[config.mk]
export PLATFORM = sky130hd
export DESIGN_NAME = life_generation_stencil_core_flat
export DESIGN_NICKNAME = d
export VERILOG_FILES = /design/src/hw/rtl/lgs_pkg.sv /design/src/hw/rtl/lgs_cell_if.sv /design/src/hw/rtl/lgs_result_if.sv /design/src/hw/rtl/life_generation_stencil_core.sv /design/src/hw/rtl/lgs_ram.sv /design/src/hw/rtl/lgs_col_cell.sv /design/src/hw/rtl/lgs_out_fifo.sv /design/src/flat_wrapper.sv
export SDC_FILE = /design/constraint.sdc
export NUM_CORES = 1
export LEC_CHECK = 0
export ABC_AREA = 1
export BUFFER_PORTS_ARGS = -buffer_cell sky130_fd_sc_hd__buf_4
export CORE_MARGIN = 2
export CORE_UTILIZATION = 30
export DETAILED_ROUTE_END_ITERATION = 8
export PLACE_DENSITY_LB_ADDON = 0.25
export SETUP_SLACK_MARGIN = 0.3
export SLEW_MARGIN = 20
export SYNTH_ARGS = -nofsm -noshare
export SYNTH_HDL_FRONTEND = slang
export SYNTH_SLANG_ARGS = --single-unit
[constraint.sdc]
create_clock -name clk -period 8.5 [get_ports clk]
set_input_delay 0.425 -clock clk [delete_from_list [all_inputs] [get_ports clk]]
set_output_delay 0.425 -clock clk [all_outputs]
set_load 0.01 [all_outputs]
[src/hw/rtl/lgs_pkg.sv]
package lgs_pkg;

	// field widths of the result transaction
	localparam int ROW_FIELD_W = 10;
	localparam int COL_FIELD_W = 7;

	// configuration port
	localparam int CFG_IDX_W   = 1;
	localparam int CFG_DATA_W  = 11;
	localparam int ROW_COUNT_W = 11;
	localparam int COL_COUNT_W = 8;
	localparam int COUNT_RST   = 32;

	localparam logic [CFG_IDX_W-1:0] REG_ROW_COUNT = 1'd0;
	localparam logic [CFG_IDX_W-1:0] REG_COL_COUNT = 1'd1;

	// 3x3 window held as three column cells
	localparam int WIN_COLS = 3;

	// result queue
	localparam int OUT_DEPTH  = 8;
	localparam int PTR_W      = 3;
	localparam int LVL_W      = 4;
	localparam int PUSH_MAX   = 4;
	localparam int PUSH_CNT_W = 3;

	typedef struct packed {
		logic bot;
		logic mid;
		logic top;
	} column_t;

	typedef struct packed {
		logic shift;
		logic clear;
	} cell_ctrl_t;

	typedef struct packed {
		logic                   next_alive;
		logic [ROW_FIELD_W-1:0] out_row;
		logic [COL_FIELD_W-1:0] out_col;
		logic                   gen_last;
	} result_t;

	typedef struct packed {
		logic [PUSH_CNT_W-1:0]      count;
		result_t [PUSH_MAX-1:0]     items;
	} push_t;

	// rule B3/S23 on the eight neighbors of a cell
	function automatic logic life_rule(input logic center, input logic [7:0] nb);
		logic [3:0] cnt;
		cnt = '0;
		for (int i = 0; i < 8; i++) begin
			cnt = cnt + 4'(nb[i]);
		end
		return (cnt == 4'd3) || ((cnt == 4'd2) && center);
	endfunction

endpackage

[src/hw/rtl/lgs_cell_if.sv]
interface lgs_cell_if;
	logic valid;
	logic ready;
	logic cell_alive;

	modport source(output valid, output cell_alive, input ready);
	modport sink(input valid, input cell_alive, output ready);
endinterface

[src/hw/rtl/lgs_result_if.sv]
interface lgs_result_if;
	logic                           valid;
	logic                           ready;
	logic                           next_alive;
	logic [lgs_pkg::ROW_FIELD_W-1:0] out_row;
	logic [lgs_pkg::COL_FIELD_W-1:0] out_col;
	logic                           gen_last;

	modport source(output valid, output next_alive, output out_row, output out_col,
		output gen_last, input ready);
	modport sink(input valid, input next_alive, input out_row, input out_col,
		input gen_last, output ready);
endinterface

[src/hw/rtl/life_generation_stencil_core.sv]
// Next-generation engine for the Game of Life, rule B3/S23, on a streamed grid.
// cell_ch takes one current-generation cell per transaction, in raster order over
// a row_count by col_count grid; result_ch gives next-generation cells tagged with
// row and column, gen_last set on the final cell of the generation. Cells outside
// the grid are dead. row_count and col_count are written through the cfg port
// (index 0 and 1); the user writes them only while the block is idle, which the
// block itself does not enforce. 0 acts as 1, values above the maximum act as
// the maximum. Cell (r,c) is produced once cell (r+1,c+1) is taken; column ends
// and the last row come out in bursts of up to four results. An accepted cell
// is registered into the window cells and stage 1; its results are then written
// into an 8-entry result queue, whose head can be taken. Throughput is one cell
// per cycle inside the grid; the last row yields two results per cell, and
// cell_ch.ready drops whenever the queue could not hold four more results, so a
// stalled receiver backs the stream up without loss. The two preceding rows sit
// in one line RAM of MAX_COLS entries, read ahead of the cell that needs them.
// Reset clears the position, the window and the queue; both counts go to 32.
module life_generation_stencil_core #(
	parameter int MAX_COLS = 128,
	parameter int MAX_ROWS = 1024
) (
	input  logic                             clk,
	input  logic                             arst_n,
	input  logic                             cfg_we,
	input  logic [lgs_pkg::CFG_IDX_W-1:0]    cfg_index,
	input  logic [lgs_pkg::CFG_DATA_W-1:0]   cfg_wdata,
	lgs_cell_if.sink                         cell_ch,
	lgs_result_if.source                     result_ch
);

	localparam int CW = (MAX_COLS > 1) ? $clog2(MAX_COLS) : 1;
	localparam int RW = (MAX_ROWS > 1) ? $clog2(MAX_ROWS) : 1;
	localparam int ROWS_LAST_RST =
		((lgs_pkg::COUNT_RST > MAX_ROWS) ? MAX_ROWS : lgs_pkg::COUNT_RST) - 1;
	localparam int COLS_LAST_RST =
		((lgs_pkg::COUNT_RST > MAX_COLS) ? MAX_COLS : lgs_pkg::COUNT_RST) - 1;

	// configuration, held as the index of the last row and column
	logic [RW-1:0] rows_last_q;
	logic [CW-1:0] cols_last_q;
	logic [RW-1:0] rows_last_d;
	logic [CW-1:0] cols_last_d;
	logic [31:0]   row_cnt_w;
	logic [31:0]   col_cnt_w;

	assign row_cnt_w = 32'(cfg_wdata[lgs_pkg::ROW_COUNT_W-1:0]);
	assign col_cnt_w = 32'(cfg_wdata[lgs_pkg::COL_COUNT_W-1:0]);

	always_comb begin
		if (row_cnt_w == 32'd0) begin
			rows_last_d = '0;
		end else if (row_cnt_w > 32'(MAX_ROWS)) begin
			rows_last_d = RW'(MAX_ROWS - 1);
		end else begin
			rows_last_d = RW'(row_cnt_w - 32'd1);
		end
		if (col_cnt_w == 32'd0) begin
			cols_last_d = '0;
		end else if (col_cnt_w > 32'(MAX_COLS)) begin
			cols_last_d = CW'(MAX_COLS - 1);
		end else begin
			cols_last_d = CW'(col_cnt_w - 32'd1);
		end
	end

	always_ff @(posedge clk or negedge arst_n) begin
		if (!arst_n) begin
			rows_last_q <= RW'(ROWS_LAST_RST);
			cols_last_q <= CW'(COLS_LAST_RST);
		end else if (cfg_we) begin
			case (cfg_index)
				lgs_pkg::REG_ROW_COUNT: rows_last_q <= rows_last_d;
				lgs_pkg::REG_COL_COUNT: cols_last_q <= cols_last_d;
				default: ;
			endcase
		end
	end

	// raster position of the next cell
	logic [RW-1:0] row_q;
	logic [CW-1:0] col_q;
	logic [RW-1:0] row_next;
	logic [CW-1:0] col_next;
	logic          accept;
	logic          end_col;
	logic          end_row;

	assign accept   = cell_ch.valid & cell_ch.ready;
	assign end_col  = (col_q >= cols_last_q);
	assign end_row  = (row_q >= rows_last_q);
	assign col_next = end_col ? '0 : col_q + CW'(1);
	assign row_next = end_col ? (end_row ? '0 : row_q + RW'(1)) : row_q;

	always_ff @(posedge clk or negedge arst_n) begin
		if (!arst_n) begin
			row_q <= '0;
			col_q <= '0;
		end else if (accept) begin
			row_q <= row_next;
			col_q <= col_next;
		end
	end

	// line RAM: bit 1 the row two above, bit 0 the row just above
	logic [CW-1:0] rd_addr;
	logic [1:0]    ram_rdata;
	logic [1:0]    line_wdata;
	logic [1:0]    line_rd;
	logic          byp_q;
	logic [1:0]    byp_data_q;
	logic          up_bit;
	logic          mid_bit;

	assign rd_addr    = accept ? col_next : col_q;
	assign line_rd    = byp_q ? byp_data_q : ram_rdata;
	assign up_bit     = (32'(row_q) >= 32'd2) & line_rd[1];
	assign mid_bit    = (row_q != '0) & line_rd[0];
	assign line_wdata = {mid_bit, cell_ch.cell_alive};

	lgs_ram #(
		.WIDTH(2),
		.DEPTH(MAX_COLS)
	) u_line_ram (
		.clk   (clk),
		.we    (accept),
		.waddr (col_q),
		.wdata (line_wdata),
		.raddr (rd_addr),
		.rdata (ram_rdata)
	);

	// single-column grid reads the entry written in the same cycle
	always_ff @(posedge clk or negedge arst_n) begin
		if (!arst_n) begin
			byp_q <= 1'b0;
		end else begin
			byp_q <= accept && (col_next == col_q);
		end
	end

	always_ff @(posedge clk) begin
		byp_data_q <= line_wdata;
	end

	// window: cell 0 holds column c, cell 1 column c-1, cell 2 column c-2
	lgs_pkg::column_t    new_col;
	lgs_pkg::column_t    win [lgs_pkg::WIN_COLS];
	lgs_pkg::column_t    win_in [lgs_pkg::WIN_COLS];
	lgs_pkg::cell_ctrl_t win_ctrl [lgs_pkg::WIN_COLS];

	assign new_col.top = up_bit;
	assign new_col.mid = mid_bit;
	assign new_col.bot = cell_ch.cell_alive;

	for (genvar k = 0; k < lgs_pkg::WIN_COLS; k++) begin : g_win
		if (k == 0) begin : g_first
			assign win_in[k]         = new_col;
			assign win_ctrl[k].shift = accept;
			assign win_ctrl[k].clear = 1'b0;
		end else begin : g_rest
			assign win_in[k]         = win[k-1];
			assign win_ctrl[k].shift = accept;
			assign win_ctrl[k].clear = (col_q == '0);
		end
		lgs_col_cell u_cell (
			.clk      (clk),
			.arst_n   (arst_n),
			.ctrl     (win_ctrl[k]),
			.prev_col (win_in[k]),
			.col      (win[k])
		);
	end

	// stage 1: position of the cell just shifted into the window
	logic          valid_s1;
	logic [RW-1:0] row_s1;
	logic [CW-1:0] col_s1;
	logic          end_col_s1;
	logic          end_row_s1;

	always_ff @(posedge clk or negedge arst_n) begin
		if (!arst_n) begin
			valid_s1 <= 1'b0;
		end else begin
			valid_s1 <= accept;
		end
	end

	always_ff @(posedge clk) begin
		if (accept) begin
			row_s1     <= row_q;
			col_s1     <= col_q;
			end_col_s1 <= end_col;
			end_row_s1 <= end_row;
		end
	end

	// four candidates: row above at c-1 and c, current (last) row at c-1 and c
	lgs_pkg::column_t  c0;
	lgs_pkg::column_t  c1;
	lgs_pkg::column_t  c2;
	lgs_pkg::result_t  cand [lgs_pkg::PUSH_MAX];
	logic [lgs_pkg::PUSH_MAX-1:0] cand_ok;
	logic [lgs_pkg::ROW_FIELD_W-1:0] row_up_f;
	logic [lgs_pkg::ROW_FIELD_W-1:0] row_f;
	logic [lgs_pkg::COL_FIELD_W-1:0] col_left_f;
	logic [lgs_pkg::COL_FIELD_W-1:0] col_f;
	lgs_pkg::push_t    push;
	logic [lgs_pkg::PUSH_CNT_W-1:0] n_s1;
	logic [lgs_pkg::LVL_W-1:0]      fifo_level;

	assign c0 = win[0];
	assign c1 = win[1];
	assign c2 = win[2];

	assign row_up_f   = lgs_pkg::ROW_FIELD_W'(row_s1 - RW'(1));
	assign row_f      = lgs_pkg::ROW_FIELD_W'(row_s1);
	assign col_left_f = lgs_pkg::COL_FIELD_W'(col_s1 - CW'(1));
	assign col_f      = lgs_pkg::COL_FIELD_W'(col_s1);

	assign cand_ok[0] = valid_s1 && (row_s1 != '0) && (col_s1 != '0);
	assign cand_ok[1] = valid_s1 && (row_s1 != '0) && end_col_s1;
	assign cand_ok[2] = valid_s1 && end_row_s1 && (col_s1 != '0);
	assign cand_ok[3] = valid_s1 && end_row_s1 && end_col_s1;

	always_comb begin
		cand[0].next_alive = lgs_pkg::life_rule(c1.mid,
			{c0.top, c0.mid, c0.bot, c1.top, c1.bot, c2.top, c2.mid, c2.bot});
		cand[0].out_row    = row_up_f;
		cand[0].out_col    = col_left_f;
		cand[0].gen_last   = 1'b0;
		// right of column c is outside the grid
		cand[1].next_alive = lgs_pkg::life_rule(c0.mid,
			{c0.top, c0.bot, c1.top, c1.mid, c1.bot, 3'b000});
		cand[1].out_row    = row_up_f;
		cand[1].out_col    = col_f;
		cand[1].gen_last   = 1'b0;
		// below the last row is outside the grid
		cand[2].next_alive = lgs_pkg::life_rule(c1.bot,
			{c0.mid, c0.bot, c1.mid, c2.mid, c2.bot, 3'b000});
		cand[2].out_row    = row_f;
		cand[2].out_col    = col_left_f;
		cand[2].gen_last   = 1'b0;
		cand[3].next_alive = lgs_pkg::life_rule(c0.bot,
			{c0.mid, c1.mid, c1.bot, 5'b00000});
		cand[3].out_row    = row_f;
		cand[3].out_col    = col_f;
		cand[3].gen_last   = 1'b1;
	end

	// pack the valid candidates in order
	always_comb begin
		logic [lgs_pkg::PUSH_CNT_W-1:0] k;
		k = '0;
		for (int j = 0; j < lgs_pkg::PUSH_MAX; j++) begin
			push.items[j] = cand[j];
		end
		for (int j = 0; j < lgs_pkg::PUSH_MAX; j++) begin
			if (cand_ok[j]) begin
				push.items[k[1:0]] = cand[j];
				k = k + lgs_pkg::PUSH_CNT_W'(1);
			end
		end
		push.count = k;
	end

	assign n_s1 = push.count;

	lgs_out_fifo u_out_fifo (
		.clk    (clk),
		.arst_n (arst_n),
		.push   (push),
		.level  (fifo_level),
		.out_ch (result_ch)
	);

	// room for the transaction still in stage 1 and a full burst behind it
	assign cell_ch.ready = ((5'(fifo_level) + 5'(n_s1)) <=
		5'(lgs_pkg::OUT_DEPTH - lgs_pkg::PUSH_MAX));

	a_queue_room: assert property (@(posedge clk) disable iff (!arst_n)
		valid_s1 |-> ((5'(fifo_level) + 5'(n_s1)) <= 5'(lgs_pkg::OUT_DEPTH)))
		else $error("result queue overflow");

	a_wrap: assert property (@(posedge clk) disable iff (!arst_n)
		(accept && end_col && end_row) |=> ((row_q == '0) && (col_q == '0)))
		else $error("position did not wrap at end of generation");

	a_col_range: assert property (@(posedge clk) disable iff (!arst_n)
		32'(col_q) < 32'(MAX_COLS))
		else $error("column position beyond line ram");

	a_last_alone: assert property (@(posedge clk) disable iff (!arst_n)
		cand_ok[3] |-> (valid_s1 && end_row_s1 && end_col_s1))
		else $error("end of generation flagged off the last cell");

endmodule

[src/hw/rtl/lgs_ram.sv]
module lgs_ram #(
	parameter int WIDTH = 2,
	parameter int DEPTH = 128
) (
	input  logic                                      clk,
	input  logic                                      we,
	input  logic [((DEPTH > 1) ? $clog2(DEPTH) : 1)-1:0] waddr,
	input  logic [WIDTH-1:0]                          wdata,
	input  logic [((DEPTH > 1) ? $clog2(DEPTH) : 1)-1:0] raddr,
	output logic [WIDTH-1:0]                          rdata
);

	logic [WIDTH-1:0] mem_q [DEPTH];

	always_ff @(posedge clk) begin
		if (we) begin
			mem_q[waddr] <= wdata;
		end
		rdata <= mem_q[raddr];
	end

endmodule

[src/hw/rtl/lgs_col_cell.sv]
module lgs_col_cell (
	input  logic                 clk,
	input  logic                 arst_n,
	input  lgs_pkg::cell_ctrl_t  ctrl,
	input  lgs_pkg::column_t     prev_col,
	output lgs_pkg::column_t     col
);

	lgs_pkg::column_t col_q;

	// a cleared cell takes a dead column (left of the grid edge)
	always_ff @(posedge clk or negedge arst_n) begin
		if (!arst_n) begin
			col_q <= '0;
		end else if (ctrl.shift) begin
			col_q <= ctrl.clear ? '0 : prev_col;
		end
	end

	assign col = col_q;

endmodule

[src/hw/rtl/lgs_out_fifo.sv]
module lgs_out_fifo (
	input  logic                              clk,
	input  logic                              arst_n,
	input  lgs_pkg::push_t                    push,
	output logic [lgs_pkg::LVL_W-1:0]         level,
	lgs_result_if.source                      out_ch
);

	lgs_pkg::result_t                 mem_q [lgs_pkg::OUT_DEPTH];
	logic [lgs_pkg::PTR_W-1:0]        wr_ptr_q;
	logic [lgs_pkg::PTR_W-1:0]        rd_ptr_q;
	logic [lgs_pkg::LVL_W-1:0]        level_q;
	lgs_pkg::result_t                 head;
	logic                             pop;

	assign head              = mem_q[rd_ptr_q];
	assign out_ch.valid      = (level_q != '0);
	assign out_ch.next_alive = head.next_alive;
	assign out_ch.out_row    = head.out_row;
	assign out_ch.out_col    = head.out_col;
	assign out_ch.gen_last   = head.gen_last;
	assign pop               = out_ch.valid & out_ch.ready;
	assign level             = level_q;

	// up to four results land in consecutive slots in a single write
	always_ff @(posedge clk) begin
		for (int k = 0; k < lgs_pkg::PUSH_MAX; k++) begin
			if (lgs_pkg::PUSH_CNT_W'(k) < push.count) begin
				mem_q[wr_ptr_q + lgs_pkg::PTR_W'(k)] <= push.items[k];
			end
		end
	end

	always_ff @(posedge clk or negedge arst_n) begin
		if (!arst_n) begin
			wr_ptr_q <= '0;
			rd_ptr_q <= '0;
			level_q  <= '0;
		end else begin
			wr_ptr_q <= wr_ptr_q + lgs_pkg::PTR_W'(push.count);
			rd_ptr_q <= rd_ptr_q + lgs_pkg::PTR_W'(pop);
			level_q  <= level_q + lgs_pkg::LVL_W'(push.count) - lgs_pkg::LVL_W'(pop);
		end
	end

endmodule

[src/flat_wrapper.sv]
// flat-port wrapper written by rule: the top's interface ports become plain ports
module life_generation_stencil_core_flat 
#(
	parameter int MAX_COLS = 128,
	parameter int MAX_ROWS = 1024
)
  (clk, arst_n, cfg_we, cfg_index, cfg_wdata, cell_ch_valid, cell_ch_cell_alive, cell_ch_ready, result_ch_valid, result_ch_next_alive, result_ch_out_row, result_ch_out_col, result_ch_gen_last, result_ch_ready);
  lgs_cell_if cell_ch_i ();
  lgs_result_if result_ch_i ();
  input  logic clk;
  input  logic arst_n;
  input  logic cfg_we;
  input  logic [lgs_pkg::CFG_IDX_W-1:0] cfg_index;
  input  logic [lgs_pkg::CFG_DATA_W-1:0] cfg_wdata;
  input wire logic [$bits(cell_ch_i.valid)-1:0] cell_ch_valid;
  input wire logic [$bits(cell_ch_i.cell_alive)-1:0] cell_ch_cell_alive;
  output wire logic [$bits(cell_ch_i.ready)-1:0] cell_ch_ready;
  output wire logic [$bits(result_ch_i.valid)-1:0] result_ch_valid;
  output wire logic [$bits(result_ch_i.next_alive)-1:0] result_ch_next_alive;
  output wire logic [$bits(result_ch_i.out_row)-1:0] result_ch_out_row;
  output wire logic [$bits(result_ch_i.out_col)-1:0] result_ch_out_col;
  output wire logic [$bits(result_ch_i.gen_last)-1:0] result_ch_gen_last;
  input wire logic [$bits(result_ch_i.ready)-1:0] result_ch_ready;
  assign cell_ch_i.valid = cell_ch_valid;
  assign cell_ch_i.cell_alive = cell_ch_cell_alive;
  assign cell_ch_ready = cell_ch_i.ready;
  assign result_ch_valid = result_ch_i.valid;
  assign result_ch_next_alive = result_ch_i.next_alive;
  assign result_ch_out_row = result_ch_i.out_row;
  assign result_ch_out_col = result_ch_i.out_col;
  assign result_ch_gen_last = result_ch_i.gen_last;
  assign result_ch_i.ready = result_ch_ready;
  life_generation_stencil_core #(.MAX_COLS(MAX_COLS), .MAX_ROWS(MAX_ROWS)) u_core (.clk(clk), .arst_n(arst_n), .cfg_we(cfg_we), .cfg_index(cfg_index), .cfg_wdata(cfg_wdata), .cell_ch(cell_ch_i), .result_ch(result_ch_i));
endmodule
==> results.yml <==
synth:
  syn_avg_cell_area_sq_um: 8.70
  synth_area_sq_um: 27100
  async_reset_ff_share_pct: 11.3
  synth-main-ff-cell: "edfxtp_1"
  ys_seq_elements: 486
  syn-num-nets: 3203
  synth.yosys.seq_area_share_pct: 52.7
  synth_area_leaders: "edfxtp_1 (47%), nand2_1 (7.6%), nor2_1 (6.4%)"
  synth_top_area_share_pct: 47.3
  yosys.area.top_type: "edfxtp_1"
  synth_edf_count: 427
  yosysWarningCount: 0
  syn_inst: 3118
  synth_cell_types: 55
routing:
  first_iter_violations: 2053
  ant_nets: 0
  drc: 0
  drt-total-wl_um: 83000
  first_pass_iters: 8
  vias_per_cell: 5.03
  vias: 21700
  wl_per_cell_um: 19.2
outcome:
  run_status: "completed"
global_route:
  grt_overflow_total: 0
  grt_pass1_wl_um: 127000
  grt_pass1_vias: 20600
  grt.total_usage_pct: 17.6
  grt_max_degree: 88
  antenna_found_initial: 1
clock_tree:
  hold_buffers: 1
  cts_setup_buffers: 0
  clk_pin_slew_ns: 0.06
  cts_max_path_buffers: 3
  ctsResizeCount: 0
  htreeDepth: 2
  clock_latency_ns: 0.63
  cts_made_buffers: 53
  clock_sinks: 486
  cts_root_buf: "clkbuf_16"
  cts_tree: "yes"
pwr:
  p_leak_nw: 12.2
  seqPwrFrac_pct: 30.5
  p_per_area_nw_per_um2: 386
  ir_drop_mv: 0.352
  pwr-share-comb_pct: 49.4
  p_int_w: 0.00639
  p_sw_share_pct: 45.3
  p_clk_share_pct: 20.1
  power.switching_w: 0.00528
finish:
  area_delta_synth_final_pct: 11.4
  final_nets: 3182
  drive_above_1_share_pct: 7.86
  fill_cells: 9298
sta:
  grt_setup_unrepaired: "no"
  maxClockFrequency_mhz: 138
  final_max_slew_viol_count: 0
  timing.final.ws_setup_ns: 1.25
  tightest_slew_ns: 1.11
  setup_tns_ns: 0
  fin_crit_ns: 7.25
  hold_viol_final: 0
  setup_viol: 0
  relSlewSlack_pct: 25.8
  fin_crit_sh_pct: 85.3
  fin_skew_ns: 0.0375
floorplanning:
  io_pins: 39
  die_y_um: 305
  rows: 110
  start_util_pct: 30.2
  dieArea_sq_um: 92900
  die_x_um: 305
  core_area_sq_um: 89900
flow_run:
  maxCapViolCount: 0
critical_path:
  crit_arrival_ns: 7.83
  critPathCaptureType: "flop"
  max_stage_delay_ns: 0.71
  cp.required_ns: 9.08
  crit_path_frequent_cell: "nand2_1"
  path_class: "reg2reg"
  critPathMaxFanout: 17
  startpoint_type: "flop"
  crit_slowest_cell: "nor2_2"
placed_design:
  place_ws_ns: 1.17
  hpwl_um: 53200
  globalplace.congestion: 0.876
  numPortBuffers: 38
min_path:
  hold_path.class: "in2reg"
==> critical path: cells and delay by family (launching register included) <==
family          cells  cell delay [ns]
simple gates       19             3.99
fa+ha+maj           4             1.43
buf+inv             4             0.64
flops               1             0.41
compound gates      1             0.40
xor+xnor            1             0.31
==> placed cells by master (no fill, tap or decap), types with 12 or more instances in the layout <==
master	n
a31oi_1	63
a21oi_1	45
buf_4	79
o22ai_1	104
clkinv_2	12
o21ai_1	45
xor2_1	25
nor3_1	24
fa_1	12
clkinv_1	25
nor2_1	465
edfxtp_1	427
ha_1	55
inv_1	390
nor2_2	13
clkbuf_16	53
dfrtp_1	44
nand3_1	267
nand2_4	13
o211ai_1	64
nand2_1	544
inv_2	12
o21ai_0	237
==> cells in the mapped netlist (12+ instances only) <==
cell,instances
nand2_1,547
nor2_1,465
edfxtp_1,427
inv_1,393
nand3_1,269
o21ai_0,240
o22ai_1,104
clkbuf_1,98
a31oi_1,64
o211ai_1,64
ha_1,55
a21oi_1,45
dfrtp_1,45
o21ai_1,43
buf_2,35
xor2_1,25
nor3_1,24
buf_6,17
nor2_2,13
fa_1,12
==> sequential cells by signal (all words and copies together), names as in the netlist, 4 cells and up <==
name and cells:
u_core.col_f 7, u_core.col_q 7, u_core.cols_last_q 7, u_core.g_win.u_cell.col 9, u_core.row_f 10, u_core.row_q 10
u_core.rows_last_q 10, u_core.u_line_ram.mem_q 256, u_core.u_out_fifo.level 4, u_core.u_out_fifo.mem_q 152
==> logic make-up (layout without fill, tap and decap cells) <==
group / Yosys count / after routing / synth area share [%]
adders and majority gates: 67 / 67 / 3.42
and+or+nand+nor: 1379 / 1379 / 21.8
muxes: 2 / 2 / 0.0738
DFF: 486 / 486 / 52.7
xor gates and xnor gates: 30 / 30 / 1.04
other: 0 / 1 / 0
buffers and inverters: 573 / 596 / 8.64
AOI/OAI and AO/OA: 581 / 581 / 12.4
==> power by group through the flow <==
stage                     logic (W)  clock network (W)  registers, W
after floorplan             0.00395                  0       0.00352
after global placement      0.00576                  0       0.00360
after detailed placement    0.00576                  0       0.00361
after CTS                   0.00578            0.00239       0.00356
after global routing        0.00645            0.00248       0.00360
final                       0.00577            0.00235       0.00355
==> layout make-up <==
type	instances	area (sq um)	share of cell area [%]
multi-input combinational	2059	10600	34.9
inverter	417	1570	5.20
sequential	486	14300	47.3
clock buffer	61	1360	4.49
antenna	1	2.50	0.00828
clock inverter	38	379	1.25
timing repair buffer	80	603	2.00
tap	1176	1470	4.87
==> metrics by stage <==
stage          instance area (sq um)  total power [W]  util [%]  std cells  hold slack (ns)
2_1_floorplan                  27100          0.00746         -       3118            0.129
3_3_place_gp                   28500          0.00936      31.7       4217            0.465
3_5_place_dp                   28500          0.00937      31.7       4217            0.469
4_1_cts                        30200           0.0117      33.6       4317           0.0430
5_1_grt                        30200           0.0125      33.6       4317            0.102
6_report                       30200           0.0117      33.6       4318           0.0691
==> per-layer routing <==
layer	vias up	track usage, %	wire [um]
met2	705	28.8	38500
met4	0	4.70	1930
met5	-	0	0
met1	10400	24.4	37800
met3	121	2.39	4840
li1	10500	-	-
==> final timing paths <==
check	start	to	slack [ns]	cells after the start
worst max-delay path	u_core.row_f[0]	u_core.u_line_ram.rdata[0]	1.25	29
worst min-delay path	cfg_index	u_core.rows_last_q[0]	0.07	3
worst max register to register	u_core.row_f[0]	u_core.u_line_ram.rdata[0]	1.25	29
worst min register to register	u_core.u_out_fifo.rd_ptr_q[2]	u_core.u_out_fifo.rd_ptr_q[2]	0.47	1
max in group asynchronous	arst_n	u_core.col_q[5]	7.54	2
min in group asynchronous	arst_n	u_core.rows_last_q[8]	0.41	2
No activity file was read; power rests on OpenSTA's default activity.
